==> config.mk <==
export PLATFORM = sky130hd
export DESIGN_NAME = md_sha_message_padder_unit
export DESIGN_NICKNAME = d
export VERILOG_FILES = /design/src/hw/rtl/msp_pkg.sv /design/src/hw/rtl/msp_pack.sv /design/src/hw/rtl/msp_len.sv /design/src/hw/rtl/msp_ctrl.sv /design/src/hw/rtl/md_sha_message_padder_unit.sv
export SDC_FILE = /design/constraint.sdc
export NUM_CORES = 1
export LEC_CHECK = 0
export ABC_CLOCK_PERIOD_IN_PS = 3500
export BUFFER_PORTS_ARGS = -buffer_cell sky130_fd_sc_hd__buf_2
export CAP_MARGIN = 20
export CORE_MARGIN = 3
export CORE_UTILIZATION = 52
export DETAILED_ROUTE_END_ITERATION = 10
export PLACE_DENSITY_LB_ADDON = 0.05
export SYNTH_ARGS = -nofsm -noshare
export SYNTH_HDL_FRONTEND = slang
export SYNTH_SLANG_ARGS = --single-unit
==> constraint.sdc <==
create_clock -name clk -period 3.5 [get_ports clk]
set_input_delay 0.875 -clock clk [delete_from_list [all_inputs] [get_ports clk]]
set_output_delay 0.875 -clock clk [all_outputs]
set_load 0.03 [all_outputs]
==> src/hw/rtl/msp_pkg.sv <==
// Shared types, constants and helpers for the message padder.
package msp_pkg;

    localparam int BLOCK_WORDS = 16;
    localparam int POS_W       = $clog2(BLOCK_WORDS);
    localparam int ADDR_W      = 3;

    localparam logic [7:0]       MARK_BYTE  = 8'h80;
    localparam logic [POS_W-1:0] POS_LEN_HI = POS_W'(BLOCK_WORDS - 2);
    localparam logic [POS_W-1:0] POS_LEN_LO = POS_W'(BLOCK_WORDS - 1);

    localparam logic REG_WORD_MODE  = 1'b0;
    localparam logic REG_BYTE_ORDER = 1'b1;

    typedef enum logic [2:0] {
        S_IDLE,
        S_MARK,
        S_ZERO,
        S_LEN_HI,
        S_LEN_LO
    } state_t;

    typedef struct packed {
        logic load_byte;
        logic load_mark;
        logic clr;
    } pack_ctl_t;

    typedef struct packed {
        logic inc;
        logic clr;
    } len_ctl_t;

    function automatic logic [2:0] slot_lane(input logic       word_mode,
                                             input logic       byte_order,
                                             input logic [2:0] k);
        logic [2:0] lane;
        if (word_mode)
            lane = 3'd7 - k;
        else if (byte_order)
            lane = {1'b0, k[1:0]};
        else
            lane = {1'b0, 2'd3 - k[1:0]};
        return lane;
    endfunction

endpackage

==> src/hw/rtl/msp_pack.sv <==
// Byte packing register: drops one byte digit per cycle into its word lane.
module msp_pack (
    input  logic              clk,
    input  logic              rst_n,
    input  logic              word_mode,
    input  logic              byte_order,
    input  msp_pkg::pack_ctl_t ctl,
    input  logic [7:0]        in_byte,
    output logic              word_full,
    output logic [63:0]       word_now
);
    import msp_pkg::*;

    logic [63:0] accum_reg;
    logic [63:0] accum_next;
    logic [2:0]  bic_reg;
    logic [2:0]  bic_next;
    logic [2:0]  k;
    logic [2:0]  lane;
    logic [3:0]  bpw;
    logic [3:0]  count;
    logic [7:0]  digit;
    logic        wr;

    assign k     = word_mode ? bic_reg : {1'b0, bic_reg[1:0]};
    assign lane  = slot_lane(word_mode, byte_order, k);
    assign bpw   = word_mode ? 4'd8 : 4'd4;
    assign count = {1'b0, k} + 4'd1;
    assign digit = ctl.load_mark ? MARK_BYTE : in_byte;
    assign wr    = ctl.load_byte | ctl.load_mark;

    assign word_full = (count == bpw);

    always_comb
    begin
        for (int i = 0; i < 8; i++)
        begin
            word_now[i*8 +: 8] = accum_reg[i*8 +: 8]
                               | ((wr && lane == 3'(i)) ? digit : 8'h00);
        end
    end

    always_comb
    begin
        accum_next = word_now;
        bic_next   = bic_reg;
        if (ctl.clr)
        begin
            accum_next = '0;
            bic_next   = '0;
        end
        else if (ctl.load_byte)
        begin
            bic_next = count[2:0];
        end
    end

    always_ff @(posedge clk or negedge rst_n)
    begin
        if (!rst_n)
        begin
            accum_reg <= '0;
            bic_reg   <= '0;
        end
        else
        begin
            accum_reg <= accum_next;
            bic_reg   <= bic_next;
        end
    end

endmodule

==> src/hw/rtl/msp_len.sv <==
// Message bit length counter, modulo 2^64.
module msp_len (
    input  logic             clk,
    input  logic             rst_n,
    input  msp_pkg::len_ctl_t ctl,
    output logic [63:0]      bit_length
);
    import msp_pkg::*;

    logic [60:0] bytes_reg;
    logic [60:0] bytes_next;

    always_comb
    begin
        bytes_next = bytes_reg;
        if (ctl.clr)
            bytes_next = '0;
        else if (ctl.inc)
            bytes_next = bytes_reg + 61'd1;
    end

    always_ff @(posedge clk or negedge rst_n)
    begin
        if (!rst_n)
            bytes_reg <= '0;
        else
            bytes_reg <= bytes_next;
    end

    assign bit_length = {bytes_reg, 3'b000};

endmodule

==> src/hw/rtl/msp_ctrl.sv <==
// Padding sequencer, word position counter and output register.
module msp_ctrl (
    input  logic                      clk,
    input  logic                      rst_n,
    input  logic                      word_mode,
    input  logic                      byte_order,
    input  logic                      in_valid,
    output logic                      in_stall,
    input  logic                      has_byte,
    input  logic                      in_last,
    input  logic                      word_full,
    input  logic [63:0]               word_now,
    input  logic [63:0]               bit_length,
    output msp_pkg::pack_ctl_t        pack_ctl,
    output msp_pkg::len_ctl_t         len_ctl,
    output logic                      out_valid,
    input  logic                      out_stall,
    output logic [63:0]               out_word,
    output logic [msp_pkg::POS_W-1:0] word_index,
    output logic                      msg_end
);
    import msp_pkg::*;

    state_t           state_reg;
    state_t           state_next;
    logic [POS_W-1:0] pos_reg;
    logic [POS_W-1:0] pos_next;
    logic [POS_W-1:0] pos_inc_val;
    logic             out_valid_reg;
    logic             out_valid_next;
    logic [63:0]      out_word_reg;
    logic [POS_W-1:0] out_index_reg;
    logic             out_end_reg;

    logic             out_free;
    logic             accept;
    logic             emit;
    logic [63:0]      emit_word;
    logic [63:0]      emit_masked;
    logic [POS_W-1:0] emit_idx;
    logic             emit_end;
    logic             pos_inc;
    logic             pos_clr;
    logic [63:0]      len_hi_word;
    logic [63:0]      len_lo_word;

    assign out_free    = !out_valid_reg || !out_stall;
    assign accept      = in_valid && (state_reg == S_IDLE) && out_free;
    assign in_stall    = !((state_reg == S_IDLE) && out_free);
    assign pos_inc_val = pos_reg + POS_W'(1);

    always_comb
    begin
        if (word_mode)
        begin
            len_hi_word = '0;
            len_lo_word = bit_length;
        end
        else if (byte_order)
        begin
            len_hi_word = {32'b0, bit_length[31:0]};
            len_lo_word = {32'b0, bit_length[63:32]};
        end
        else
        begin
            len_hi_word = {32'b0, bit_length[63:32]};
            len_lo_word = {32'b0, bit_length[31:0]};
        end
    end

    always_comb
    begin
        state_next = state_reg;
        case (state_reg)
            S_IDLE:
            begin
                if (accept && in_last)
                    state_next = S_MARK;
            end
            S_MARK, S_ZERO:
            begin
                if (out_free)
                    state_next = (pos_inc_val == POS_LEN_HI) ? S_LEN_HI : S_ZERO;
            end
            S_LEN_HI:
            begin
                if (out_free)
                    state_next = S_LEN_LO;
            end
            S_LEN_LO:
            begin
                if (out_free)
                    state_next = S_IDLE;
            end
            default:
            begin
                state_next = S_IDLE;
            end
        endcase
    end

    always_comb
    begin
        emit      = 1'b0;
        emit_word = '0;
        emit_idx  = pos_reg;
        emit_end  = 1'b0;
        pack_ctl  = '0;
        len_ctl   = '0;
        pos_inc   = 1'b0;
        pos_clr   = 1'b0;
        case (state_reg)
            S_IDLE:
            begin
                if (accept)
                begin
                    pack_ctl.load_byte = has_byte;
                    len_ctl.inc        = has_byte;
                    if (has_byte && word_full)
                    begin
                        emit         = 1'b1;
                        emit_word    = word_now;
                        pack_ctl.clr = 1'b1;
                        pos_inc      = 1'b1;
                    end
                end
            end
            S_MARK:
            begin
                if (out_free)
                begin
                    pack_ctl.load_mark = 1'b1;
                    pack_ctl.clr       = 1'b1;
                    emit               = 1'b1;
                    emit_word          = word_now;
                    pos_inc            = 1'b1;
                end
            end
            S_ZERO:
            begin
                if (out_free)
                begin
                    emit    = 1'b1;
                    pos_inc = 1'b1;
                end
            end
            S_LEN_HI:
            begin
                if (out_free)
                begin
                    emit      = 1'b1;
                    emit_word = len_hi_word;
                    emit_idx  = POS_LEN_HI;
                end
            end
            S_LEN_LO:
            begin
                if (out_free)
                begin
                    emit         = 1'b1;
                    emit_word    = len_lo_word;
                    emit_idx     = POS_LEN_LO;
                    emit_end     = 1'b1;
                    pack_ctl.clr = 1'b1;
                    len_ctl.clr  = 1'b1;
                    pos_clr      = 1'b1;
                end
            end
            default:
            begin
                emit = 1'b0;
            end
        endcase
    end

    assign emit_masked = word_mode ? emit_word : {32'b0, emit_word[31:0]};

    always_comb
    begin
        pos_next = pos_reg;
        if (pos_clr)
            pos_next = '0;
        else if (pos_inc)
            pos_next = pos_inc_val;
    end

    always_comb
    begin
        out_valid_next = out_valid_reg;
        if (emit)
            out_valid_next = 1'b1;
        else if (!out_stall)
            out_valid_next = 1'b0;
    end

    always_ff @(posedge clk or negedge rst_n)
    begin
        if (!rst_n)
        begin
            state_reg     <= S_IDLE;
            pos_reg       <= '0;
            out_valid_reg <= 1'b0;
        end
        else
        begin
            state_reg     <= state_next;
            pos_reg       <= pos_next;
            out_valid_reg <= out_valid_next;
        end
    end

    always_ff @(posedge clk)
    begin
        if (emit)
        begin
            out_word_reg  <= emit_masked;
            out_index_reg <= emit_idx;
            out_end_reg   <= emit_end;
        end
    end

    assign out_valid  = out_valid_reg;
    assign out_word   = out_word_reg;
    assign word_index = out_index_reg;
    assign msg_end    = out_end_reg;

    a_end_at_last_word: assert property (@(posedge clk) disable iff (!rst_n)
        out_valid_reg && out_end_reg |-> out_index_reg == POS_LEN_LO)
        else $error("message end flagged away from the last block word");

    a_no_overwrite: assert property (@(posedge clk) disable iff (!rst_n)
        !(emit && out_valid_reg && out_stall))
        else $error("output register loaded while its word is stalled");

    a_stall_while_padding: assert property (@(posedge clk) disable iff (!rst_n)
        state_reg != S_IDLE |-> in_stall)
        else $error("input taken during the padding burst");

    a_block_closes: assert property (@(posedge clk) disable iff (!rst_n)
        state_reg == S_LEN_LO && out_free |=> state_reg == S_IDLE && pos_reg == '0)
        else $error("block not closed after the length word");

    a_len_hi_position: assert property (@(posedge clk) disable iff (!rst_n)
        state_reg == S_LEN_HI |-> pos_reg == POS_LEN_HI)
        else $error("length words reached at the wrong block position");

endmodule

==> src/hw/rtl/md_sha_message_padder_unit.sv <==
// Top level of the MD5 / SHA-2 message padder with its register port.
//
//  channel   direction  handshake          payload
//  in        sink       in_valid/in_stall  in_byte, has_byte, in_last
//  out       source     out_valid/out_stall out_word, word_index, msg_end
//  cfg       APB slave  psel/penable/pready word_mode @0x0, byte_order @0x4
//
// One byte is taken per cycle unless stalled; a word leaves when its last byte lands.
// A final transaction starts a padding burst of 3 to 18 words, set by the sequencer
// walking the word position up to the length words, one per cycle unless stalled.
// Input stalls for the whole burst and whenever the output register is held.
// Reset clears the packing register, length counter, position and mode bits.
module md_sha_message_padder_unit (
    input  logic                       clk,
    input  logic                       rst_n,
    input  logic                       psel,
    input  logic                       penable,
    input  logic                       pwrite,
    input  logic [msp_pkg::ADDR_W-1:0] paddr,
    input  logic [31:0]                pwdata,
    output logic [31:0]                prdata,
    output logic                       pready,
    input  logic                       in_valid,
    output logic                       in_stall,
    input  logic [7:0]                 in_byte,
    input  logic                       has_byte,
    input  logic                       in_last,
    output logic                       out_valid,
    input  logic                       out_stall,
    output logic [63:0]                out_word,
    output logic [msp_pkg::POS_W-1:0]  word_index,
    output logic                       msg_end
);
    import msp_pkg::*;

    logic        word_mode_reg;
    logic        word_mode_next;
    logic        byte_order_reg;
    logic        byte_order_next;
    logic        wr_en;
    logic        reg_sel;
    pack_ctl_t   pack_ctl;
    len_ctl_t    len_ctl;
    logic        word_full;
    logic [63:0] word_now;
    logic [63:0] bit_length;

    assign pready  = 1'b1;
    assign reg_sel = paddr[2];
    assign wr_en   = psel && penable && pwrite && pready;

    always_comb
    begin
        word_mode_next  = word_mode_reg;
        byte_order_next = byte_order_reg;
        if (wr_en)
        begin
            case (reg_sel)
                REG_WORD_MODE:  word_mode_next  = pwdata[0];
                REG_BYTE_ORDER: byte_order_next = pwdata[0];
                default:        word_mode_next  = word_mode_reg;
            endcase
        end
    end

    always_comb
    begin
        case (reg_sel)
            REG_WORD_MODE:  prdata = {31'b0, word_mode_reg};
            REG_BYTE_ORDER: prdata = {31'b0, byte_order_reg};
            default:        prdata = '0;
        endcase
    end

    always_ff @(posedge clk or negedge rst_n)
    begin
        if (!rst_n)
        begin
            word_mode_reg  <= 1'b0;
            byte_order_reg <= 1'b0;
        end
        else
        begin
            word_mode_reg  <= word_mode_next;
            byte_order_reg <= byte_order_next;
        end
    end

    msp_pack u_pack (
        .clk        (clk),
        .rst_n      (rst_n),
        .word_mode  (word_mode_reg),
        .byte_order (byte_order_reg),
        .ctl        (pack_ctl),
        .in_byte    (in_byte),
        .word_full  (word_full),
        .word_now   (word_now)
    );

    msp_len u_len (
        .clk        (clk),
        .rst_n      (rst_n),
        .ctl        (len_ctl),
        .bit_length (bit_length)
    );

    msp_ctrl u_ctrl (
        .clk        (clk),
        .rst_n      (rst_n),
        .word_mode  (word_mode_reg),
        .byte_order (byte_order_reg),
        .in_valid   (in_valid),
        .in_stall   (in_stall),
        .has_byte   (has_byte),
        .in_last    (in_last),
        .word_full  (word_full),
        .word_now   (word_now),
        .bit_length (bit_length),
        .pack_ctl   (pack_ctl),
        .len_ctl    (len_ctl),
        .out_valid  (out_valid),
        .out_stall  (out_stall),
        .out_word   (out_word),
        .word_index (word_index),
        .msg_end    (msg_end)
    );

endmodule
-- Word level (Yosys, flattened, before mapping)
Cells that the tools add are included.
- $add $sub $neg: 5
- multiply operators: 0
- divide/modulo/power cells: 0
- order comparisons: 0
- eq/ne operators: 18
- shift operators: 0
- multiplexer cells: 53
- bitwise gates (word level): 10
- reductions and logical operators: 29
- operators with widths (kind ; number):
    64-bit 2-to-1 mux ; 7
    64-bit case mux with 4 select lines ; 1
    61-bit 2-to-1 mux ; 2
    32-bit 2-to-1 mux ; 3
    8-bit 2-to-1 mux ; 9
    8-bit OR ; 8
    32-bit case mux with 2 select lines ; 1
    61-bit by 1-bit adder with 61-bit output (second input constant) ; 1
    3-bit 2-to-1 mux ; 8
    4-bit 2-to-1 mux ; 5
    3-bit equality test (second input constant) ; 5
    1-bit logical AND ; 15
    3-bit by 2-bit equality test with 1-bit output (second input constant) ; 4
    3-bit case mux with 4 select lines ; 1
    1-bit 2-to-1 mux ; 10
    2-bit by 1-bit inequality test with 1-bit output (second input constant) ; 4
    4-bit case mux with 2 select lines ; 1
    3-bit by 1-bit equality test with 1-bit output (second input constant) ; 2
    3-bit zero test ; 2
    2-bit nonzero test ; 3
    3-bit by 1-bit adder with 4-bit output (second input constant) ; 1
    4-bit by 1-bit adder with 4-bit output (second input constant) ; 1
    4-bit equality test ; 1
    4-bit equality test (second input constant) ; 1
    other kinds (14) ; 19
- bits in registers: 207
- latch bits: 0
- RAM bits: 0
- ROM bits: 0
- memories: 0

-- Depth between registers and ports, before layout
Gate-level depths: netlist of run 1.
- depth in word-level cells: 12
- depth in mapped cells: 8
- mapped depth without buffers: 6

-- By module
From an unflattened synthesis of run 1, not the netlist that was laid out.
- cell total of the unflattened synthesis: 1064
- area total of the unflattened synthesis: 11054.4 sq um
- modules (own cells, without submodules) (module ; times used ; cells each ; area an instance (sq um)):
    msp_ctrl ; 1 ; 294 ; 3753.6
    msp_pack ; 1 ; 368 ; 3578.4
    msp_len ; 1 ; 361 ; 3375.7
    md_sha_message_padder_unit ; 1 ; 41 ; 346.6

-- Worst setup path before layout of run 1
Ideal clock, no wire load.
- path type: input to register
- start point: in out_stall
- end point: reg u_ctrl.out_end_reg (netlist: u_ctrl.msg_end), enable pin
- data arrival time: 3.410 ns
- path slack: -0.336 ns
- stages: 4
- cells stage by stage: a2111oi_4 -> inv_2 -> a2111oi_4 -> a21o_1
- cells in the longest elaborated chain, start to end: 5
- elaborated cells on any way between the ends: 6
- those cells by class: mux (3); reduce/logical (3)
- RTL lines (item ; RTL line ; source):
    start: declaration ; md_sha_message_padder_unit.sv:29 ; input logic out_stall,
    1-bit zero test * ; msp_ctrl.sv:47 ; assign out_free = !out_valid_reg || !out_stall;
    1-bit logical OR * ; msp_ctrl.sv:47 ;
    1-bit logical AND ; msp_ctrl.sv:48 ; assign accept = in_valid && (state_reg == S_IDLE) && out_free;
    1-bit 2-to-1 mux ; msp_ctrl.sv:115 ; if (accept)
    1-bit case mux with 2 select lines * ; msp_ctrl.sv:112 ; case (state_reg)
    named net u_ctrl.emit ; msp_ctrl.sv:37 ; logic emit;
    end signal: assignment ; msp_ctrl.sv:218 ; out_end_reg <= emit_end;
    end: declaration ; msp_ctrl.sv:33 ; logic out_end_reg;
Mark *: on every way through the listed nets, which the timed path passes. The rest lies on a longest branch.
A chain may end at the register's enable or synchronous reset.

-- Final worst setup path of run 1
- start point: reg u_ctrl.state_reg[0]
- end point: out in_stall
- cells in the longest elaborated chain, start to end: 3
- RTL lines (item ; RTL line ; source):
    start: declaration ; msp_ctrl.sv:24 ; state_t state_reg;
    start signal: assignment ; msp_ctrl.sv:206 ; state_reg <= state_next;
    3-bit zero test ; msp_ctrl.sv:49 ; assign in_stall = !((state_reg == S_IDLE) && out_free);
    1-bit logical AND ; msp_ctrl.sv:49 ;
    1-bit zero test ; msp_ctrl.sv:49 ;
    end: declaration ; md_sha_message_padder_unit.sv:24 ; output logic in_stall,
No other way between the ends.

==> results of run 1 <==
-- power breakdown --
group / total, W / internal (W) / switching (W)
registers: 0.00372 / 0.00336 / 0.000354
clock network: 0.00248 / 0.00151 / 0.000975
logic: 0.00366 / 0.00107 / 0.00259
total: 0.00985 / 0.00594 / 0.00392
-- worst reg2reg max path, cell delays in order (launching register included) --
cell and delay [ns]:
dfrtp_1 0.51, nand3_1 0.22, nor4_4 0.72, nand4_1 0.55, or4_1 0.65, a21oi_1 0.15
-- metrics by stage --
step,hold slack (ns),setup slack (ns),std cells,power (W)
2_1_floorplan,0.447,0.253,1112,0.00614
6_report,0.334,0.603,1431,0.00985
3_3_place_gp,0.458,0.299,1388,0.00735
4_1_cts,0.353,0.609,1430,0.00988
5_1_grt,0.371,0.464,1430,0.0103
3_5_place_dp,0.468,0.297,1388,0.00740
-- placed cells by master, fill, tap and decap left out, types with 23 or more instances in the layout --
cell type,count
buf_4,31
clkbuf_16,23
nand4_1,34
a31oi_1,43
buf_2,89
dfrtp_1,138
nand3_1,26
conb_1,32
o21ai_0,30
nor2_1,134
edfxtp_1,69
nand2_1,131
a21oi_1,68
-- area by class of cell --
class | count | area share
multi-input combinational | 773 | 0.374
tap | 265 | 0.0275
clock inverter | 13 | 0.0139
sequential | 207 | 0.458
clock buffer | 29 | 0.0496
timing repair buffer | 131 | 0.0737
antenna | 1 | 0.000207
inverter | 12 | 0.00373
-- cells by family (layout without fill, tap and decap cells) --
family	count (synthesis)	count (layout)	synth area share
XOR/XNOR	30	30	0.0249
adder cells (fa/ha/maj)	5	5	0.00594
AO/OA/AOI/OAI	280	280	0.186
other	2	33	0.000713
multiplexers	10	10	0.00998
buffers and inverters	132	185	0.0600
AND/OR/NAND/NOR	416	416	0.188
flip-flops	207	207	0.525
-- how the worst max path moves through the flow --
stage | cells after the start | start | slack [ns] | endpoint
6_report | 3 | u_ctrl.state_reg[0] | 0.60 | in_stall
5_1_grt | 5 | u_len.bytes_reg[6] | 0.46 | u_len.bytes_reg[57]
4_1_cts | 3 | u_ctrl.state_reg[0] | 0.61 | in_stall
3_5_place_dp | 7 | out_stall | 0.30 | u_len.bytes_reg[41]
3_3_place_gp | 8 | out_stall | 0.30 | u_ctrl.out_word[39]
2_1_floorplan | 4 | out_stall | 0.25 | u_ctrl.msg_end
-- metal layers --
| layer | vias to the layer above | share of wire | track usage | wire length [um] |
|---|---|---|---|---|
| met5 | - | 0 | 0 | 0 |
| met4 | 0 | 0.032 | 0.0928 | 1010 |
| met3 | 72 | 0.086 | 0.0661 | 2700 |
| met2 | 407 | 0.45 | 0.430 | 14100 |
| met1 | 4363 | 0.43 | 0.403 | 13400 |
| li1 | 4045 | - | - | - |
==> run_results.csv, run 1 <==
group,metric,value,unit
grt,grt_pass1_wl,48300,um
layout,ff_latch_area,5530,um^2
place,hpwl,21400,um
sta,relSlewSlack,0.426,
synth,syn_area,10500,um^2
cts,clock-sinks,207,
setup_path,crit_chain,"a2111oi_4 > inv_2 > buf_2",
setup_path,slowest_delay,0.56,ns
layout,multi_input_area,4510,um^2
sta,period_share,0.828,
cts,cts_max_level,1,
floorplan,die_w,148,um
drt,post_drt_wl_per_cell,21.9,um
drt,drt_pass1_iterations,7,
place,portBuffers,90,
cts,clkTransAtPathRegs,0.06,ns
cts,cts_tree,"built",
synth,ys.flop_type,"dfrtp_1",
layout,fin_nets,1205,
hold_path,min_path_type,"in2async",
setup_path,cp-end-kind,"output pin",
setup_path,slowest_stage,"dfrtp_1",
setup_path,reg2reg_from,"u_len.bytes_reg[6]",
setup_path,worst-path-buf-inv,2,
setup_path,worstSetupPathType,"reg2out",
sta,tightest_slew,0.837,ns
floorplan,start_util,0.536,
synth,seq_area_frac_synth,0.525,
synth,yosysTopAreaCell,"dfrtp_1",
cts,clock_path_buffers,3,
layout,fillers,1719,
cts,worstSkewPairLatency,0.52,ns
drt,ant_nets,0,
cts,root_buffer,"clkbuf_16",
layout,final_area,12100,um^2
setup_path,r2r_cells,5,
run,cap_viol_max_count,0,
layout,drive_gt1_frac,0.162,
grt,grt_pass1_vias,8114,
sta,hold_viol_final,0,
power_and_ir_drop,p_leak,5.01,nW
drt,drt_iter0_markers,1004,
cts,holdBufCountCts,0,
synth,yosysUniqueCellTypes,63,
synth,synth_area_per_cell,9.73,um^2
floorplan,io_pins,156,
floorplan,core,19700,um^2
setup_path,arrival,2.02,ns
sta,fin_crit,2.90,ns
synth,synthCells,1082,
layout,utilization,0.614,
floorplan,dieArea,22000,um^2
sta,fmax,345,MHz
setup_path,r2r_end,"u_len.bytes_reg[57]",
cts,cts_made_buffers,23,
sta,setup_violations,0,
grt,grt_max_degree,83,
cts,ctsResizeCount,0,
synth,ys_top_cells_by_count,"dfrtp_1 (138), nor2_1 (137), nand2_1 (131)",
layout,area_growth,14.6,%
place,gp_congestion,0.915,
grt,gr-usage-all-layers,0.282,
sta,finalMaxSlewViolations,0,
drt,wirelength,31300,um
synth,synth_edf_count,69,
setup_path,crit_family,"flip-flops",
grt,gr-total-overflow,0,
synth,async_reset_ff_frac,0.667,
cts,cts_setup_buffers,0,
synth,synth-seq-cells,207,
power_and_ir_drop,vdd_ir_drop_max,459,uV
power_and_ir_drop,power-per-cell-area,817,nW/um^2
setup_path,cp.required,2.62,ns
setup_path,r2r_slack,0.63,ns
drt,dr_total_vias,8887,
floorplan,rows,51,
synth,synth_warnings,0,
setup_path,crit_fanout,13,
sta,clock-skew-final,0.00786,ns
synth,synth_top_area_frac,0.328,
synth,synth.most_common_cell,"dfrtp_1",
synth,yosys-top-cells-area,"dfrtp_1 (33%), edfxtp_1 (20%), nor2_1 (4.9%)",
grt,antenna_found_initial,0,
drt,post-route-drc-count,0,
drt,avgViaCountPerCell,6.21,
floorplan,die_h,148,um
place,post_dp_cell_area,11300,um^2
sta,rsz0062_at_grt,"false",
sta,tns,0,ns
status,status,"completed",
setup_path,start_kind,"flop",
Power figures use the tool's default switching activity.
==> run 2: changes to the inputs <==
ABC_CLOCK_PERIOD_IN_PS = 2500   (was 3500)
clock period = 2.5 ns   (was 3.5 ns; I/O delays follow)
==> run 2 against run 1 <==
  * Core utilization grew 3.6 points
  * Count of clock-buffer cells in the layout did not move
  * Final cell count is 6.2% higher
  * Via count is 4.3% higher
  * Highest routed layer unchanged
  * Sequential share of layout area decreased by 2.5 points
  * Sequential cell count unchanged
  * Wire length rose by 2.3%
  * Setup slack got worse by 0.47 ns
  * Clock skew is 0.0079 ns higher
  * Critical path depth unchanged
==> run_results.csv, run 2 (synthesis results as in run 1) <==
group,metric,value,unit
status,status,"completed",
sta,timing.hold.ws,0.0345,ns
floorplan,dieArea,22000,um^2
sta,clock-skew-final,0.0157,ns
cts,root_buffer,"clkbuf_16",
sta,hold_viol_final,0,
power_and_ir_drop,p_leak,5.46,nW
power_and_ir_drop,p_clk_frac,0.225,
drt,wirelength,32000,um
layout,final_area,12800,um^2
floorplan,die_h,148,um
run,cap_viol_max_count,0,
cts,cts_made_buffers,23,
place,post_dp_cell_area,12100,um^2
cts,clock_path_buffers,3,
floorplan,core,19700,um^2
setup_path,slowest_stage,"dfrtp_1",
sta,tightest_slew,0.522,ns
floorplan,rows,51,
cts,clock-sinks,207,
power_and_ir_drop,vdd_ir_drop_max,754,uV
setup_path,arrival,1.74,ns
layout,antenna_cells,0,
grt,antenna_found_initial,0,
grt,grt_max_degree,54,
drt,ant_nets,0,
setup_path,cp.required,1.88,ns
grt,grt_pass1_vias,8528,
setup_path,crit_fanout,7,
cts,worstSkewPairLatency,0.53,ns
place,portBuffers,90,
sta,fmax,423,MHz
sta,fin_crit,2.36,ns
sta,tns,0,ns
layout,final_cell_mix,"dfrtp_1 (138), nor2_1 (134), nand2_1 (131)",
power_and_ir_drop,power-per-cell-area,1090,nW/um^2
drt,post_drt_wl_per_cell,21.1,um
layout,layout_commonest_cell,"dfrtp_1",
sta,finalMaxSlewViolations,0,
cts,holdBufCountCts,0,
floorplan,start_util,0.536,
place,hpwl,22800,um
grt,gr-usage-all-layers,0.287,
layout,area_growth,21.3,%
layout,drive_gt1_frac,0.224,
cts,clkTransAtPathRegs,0.06,ns
hold_path,min_path_type,"in2async",
grt,gr-total-overflow,0,
cts,cts_max_level,1,
drt,drt_iter0_markers,976,
setup_path,worstSetupPathType,"reg2out",
power_and_ir_drop,switching_share,0.404,
sta,relSlewSlack,0.649,
drt,dr_total_vias,9268,
layout,fin_nets,1295,
drt,post-route-drc-count,0,
drt,avgViaCountPerCell,6.10,
drt,drt_pass1_iterations,5,
sta,setup_violations,0,
sta,rsz0062_at_grt,"false",
grt,grt_pass1_wl,49400,um
sta,period_share,0.946,
place,gp_congestion,0.902,
setup_path,slowest_delay,0.47,ns
floorplan,die_w,148,um
power_and_ir_drop,combPwrFrac,0.405,
setup_path,crit_chain,"a2111oi_4 > inv_4 > buf_2",
power_and_ir_drop,seqPwrFrac,0.370,
power_and_ir_drop,p_int,0.00827,W
cts,cts_tree,"built",
power_and_ir_drop,p_sw,0.00560,W
setup_path,cp-end-kind,"output pin",
floorplan,io_pins,156,
setup_path,start_kind,"flop",
-- run 2: cell count changes in the layout (fill, tap and decap cells not counted), sizes merged --
cell / delta
buf: +90
bufinv: -4
clkinv: +2
clkinvlp: +2
diode: -1
-- run 2: what timing repair did --
action                     CTS  global route
setup buffers                0             0
setup endpoints to repair    0            11
gates resized for setup      0             2
-- run 2: power groups by stage --
stage	clock, W	combinational [W]	sequential, W
floorplan	0	0.00227	0.00633
global route	0.00331	0.00599	0.00521
global placement	0	0.00552	0.00515
finish	0.00312	0.00561	0.00513
CTS	0.00317	0.00560	0.00513
detailed placement	0	0.00559	0.00518
-- run 2: cell type report --
| type | count | area [um^2] |
|---|---|---|
| Timing Repair Buffer | 221 | 1670 |
| Clock buffer | 29 | 608 |
| Fill cell | 1639 | 6880 |
| Clock inverter | 13 | 80.1 |
| Inverter | 12 | 47.5 |
| Multi-Input combinational cell | 773 | 4510 |
| Tap cell | 265 | 332 |
| Sequential cell | 207 | 5530 |
-- run 2: path summary, 6_finish.rpt --
kind                            slack, ns            startpoint  cells after the start                    to
worst min register to register       0.48  u_pack.accum_reg[47]                      2  u_pack.accum_reg[47]
min in group clk                     0.36             pwdata[0]                      2        byte_order_reg
max in group asynchronous            1.77                 rst_n                      2   u_len.bytes_reg[16]
worst min-delay path                 0.03                 rst_n                      1  u_pack.accum_reg[49]
worst max register to register       0.22      u_ctrl.out_valid                      7   u_len.bytes_reg[57]
worst max-delay path                 0.14      u_ctrl.out_valid                      3              in_stall
-- run 2: critical path, delay by kind of cell, from the launching register on --
family	cells	cell delay, ns
flops	1	0.47
compound gates	1	0.41
buf+inv	2	0.34
-- run 2: per-stage QoR --
| step | total power (W) | cells | util | worst slack, ns |
|---|---|---|---|---|
| global route | 0.0145 | 1520 | 0.650 | 0.0758 |
| detailed placement | 0.0108 | 1478 | 0.615 | -0.0905 |
| global placement | 0.0107 | 1478 | 0.615 | -0.0546 |
| floorplan | 0.00860 | 1112 | - | -0.0351 |
| finish | 0.0139 | 1520 | 0.650 | 0.135 |
| CTS | 0.0139 | 1520 | 0.650 | 0.0817 |
-- run 2: per-layer routing --
metal / GRT usage / part of all wire / vias to the layer above
met2: 0.436 / 0.45 / 467
met1: 0.432 / 0.44 / 4489
met5: 0 / 0 / -
met3: 0.0433 / 0.085 / 71
li1: - / - / 4241
met4: 0.0836 / 0.029 / 0
==> run 3: changes to the inputs <==
ABC_AREA = 1   (was unset)
CORE_UTILIZATION = 53   (was 52)
GPL_TIMING_DRIVEN = 0   (was unset)
==> run 3 against run 2 <==
  * Area after synthesis rose by 12%
  * Fmax fell by 4.9%
  * Setup slack got worse by 0.12 ns
  * Via count rose by 27%
  * Design area rose by 5.8%
  * Count of clock-buffer cells in the layout rose by 4
  * Synthesized cell count rose by 50%
  * Core utilization fell by 2.1 points
  * Worst hold slack got worse by 0.0095 ns
  * Non-clock buffer count fell by 39
  * Sequential cell count did not move
  * Largest cell class unchanged
  * Largest power group unchanged
==> run_results.csv, run 3 <==
group,metric,value,unit
layout,layoutNonFillerInstCount,2054,
power_and_ir_drop,vdd_ir_drop_max,989,uV
synth,synth_top_family_by_area,"simple AND/OR/NAND/NOR gates",
drt,drt_iter0_markers,1268,
place,gp_congestion,1.01,
synth,synth_mux_area_frac,0,
layout,drive_gt1_frac,0.115,
drt,post_drt_wl_per_cell,21.2,um
layout,utilization,0.629,
grt,gr-total-overflow,0,
sta,fmax,402,MHz
drt,post-route-drc-count,0,
synth,synth_xor_area_frac,0.0104,
setup_path,cp.required,1.88,ns
synth,synth_warnings,0,
power_and_ir_drop,power-per-cell-area,1020,nW/um^2
cts,clock-sinks,207,
sta,finalMaxSlewViolations,0,
drt,ant_nets,0,
layout,area_growth,14.3,%
floorplan,rows,53,
place,hpwl,32900,um
cts,clkTransAtPathRegs,0.06,ns
place,portBuffers,90,
place,post_dp_cell_area,12800,um^2
cts,cts_tree,"built",
floorplan,start_util,0.550,
setup_path,start_kind,"flop",
layout,fin_nets,1820,
floorplan,io_pins,156,
synth,synth_adder_area_share,0.00529,
synth,synth-compound-area-share,0.112,
drt,avgViaCountPerCell,5.72,
synth,syn_area,11800,um^2
synth,yosysTopAreaCell,"dfrtp_1",
sta,layout_setup_ws,0.0132,ns
synth,yosysUniqueCellTypes,34,
setup_path,cp-end-kind,"output pin",
layout,final_area,13500,um^2
drt,drt_pass1_iterations,6,
sta,fin_crit,2.49,ns
sta,timing.hold.ws,0.0250,ns
power_and_ir_drop,p_leak,6.19,nW
cts,worstSkewPairLatency,0.53,ns
grt,gr-usage-all-layers,0.356,
drt,wirelength,43600,um
floorplan,dieArea,24100,um^2
synth,synth.most_common_cell,"nand2_1",
synth,synthCells,1619,
sta,tightest_slew,0.823,ns
sta,hold_viol_final,0,
cts,root_buffer,"clkbuf_16",
synth,ys_top_cells_by_count,"nand2_1 (449), nor2_1 (225), inv_1 (207)",
setup_path,crit_fanout,10,
layout,antenna_cells,0,
grt,grt_pass1_vias,11100,
status,status,"completed",
synth,synth_top_area_frac,0.292,
synth,synth_edf_count,69,
cts,cts_max_level,1,
grt,antenna_found_initial,0,
place,pre_cts_slack,-0.233,ns
floorplan,die_h,155,um
sta,clock-skew-final,0.0214,ns
drt,dr_total_vias,11700,
floorplan,die_w,155,um
synth,async_reset_ff_frac,0.667,
floorplan,core,21500,um^2
run,cap_viol_max_count,0,
sta,setup_violations,0,
setup_path,worstSetupPathType,"reg2out",
cts,clock_path_buffers,3,
synth,ys.flop_type,"dfrtp_1",
synth,synth_area_per_cell,7.30,um^2
hold_path,min_path_type,"in2async",
place,dp.cells,2015,
sta,relSlewSlack,0.451,
sta,period_share,0.995,
synth,synth-seq-cells,207,
synth,seq_area_frac_synth,0.468,
cts,cts_made_buffers,22,
setup_path,arrival,1.86,ns
layout,final_cell_mix,"nand2_1 (447), nor2_1 (224), inv_1 (207)",
synth,synth-simple-area-share,0.293,
layout,layout_commonest_cell,"nand2_1",
synth,yosys-top-cells-area,"dfrtp_1 (29%), edfxtp_1 (18%), nand2_1 (14%)",
grt,grt_max_degree,92,
grt,grt_pass1_wl,65600,um
==> run 3: power breakdown <==
group / switching (W) / total (W) / internal, W
clock network: 0.00141 / 0.00330 / 0.00189
logic: 0.00416 / 0.00537 / 0.00121
registers: 0.000379 / 0.00516 / 0.00478
==> run 3: worst paths after layout <==
path | startpoint | endpoint | slack [ns] | cells after the start
min reg2reg | u_pack.accum_reg[48] | u_pack.accum_reg[48] | 0.52 | 2
min | rst_n | u_pack.accum_reg[49] | 0.02 | 1
min in group clk | paddr[2] | byte_order_reg | 0.34 | 2
max reg2reg | u_len.bytes_reg[0] | u_len.bytes_reg[59] | 0.06 | 9
max in group asynchronous | rst_n | u_len.bytes_reg[18] | 1.61 | 2
max | byte_order_reg | prdata[0] | 0.01 | 5
==> run 3: what timing repair did <==
action,in CTS,in global routing
resized for setup,1,11
buffers inserted,0,0
endpoints found under the setup margin,1,89
hold buffers,0,0
==> run 3: cells by family after synthesis <==
kind of cell,after synthesis
buffers and inverters,306
adder cells (fa/ha/maj),5
other,2
flip-flops,207
XOR/XNOR,14
AO/OA/AOI/OAI,247
AND/OR/NAND/NOR,838
==> run 3: worst max-delay path: stages, from the launching register on <==
cell and delay, ns:
dfrtp_1 0.38, buf_2 0.27, clkbuf_4 0.33, nand2_1 0.07, o21ai_0 0.07, buf_2 0.22
==> run 3: metal layers <==
layer	share of wire	global-route usage	routed length, um	vias up
met3	0.10	0.0640	4540	110
met1	0.41	0.502	17700	5507
met2	0.45	0.556	19700	700
met5	0	0	0	-
met4	0.038	0.129	1650	0
li1	-	-	-	5432
==> run 3: layout make-up <==
| cell class | count | area [um^2] |
|---|---|---|
| fillers | 1957 | 7980 |
| flip-flops and latches | 207 | 5530 |
| multi-input cells | 1136 | 5110 |
| inverters | 214 | 803 |
| clock buffers | 33 | 643 |
| plain buffers | 91 | 522 |
| repair buffers | 91 | 484 |
| well taps | 275 | 344 |
| clock inverters | 7 | 72.6 |
==> run 3: metrics by stage <==
| stage | total power, W | setup TNS (ns) |
|---|---|---|
| after global routing | 0.0144 | -0.00576 |
| after detailed placement | 0.0105 | -6.50 |
| after global placement | 0.0103 | -183.29 |
| final | 0.0138 | 0 |
| after floorplan | 0.00874 | 0 |
| after CTS | 0.0138 | 0 |
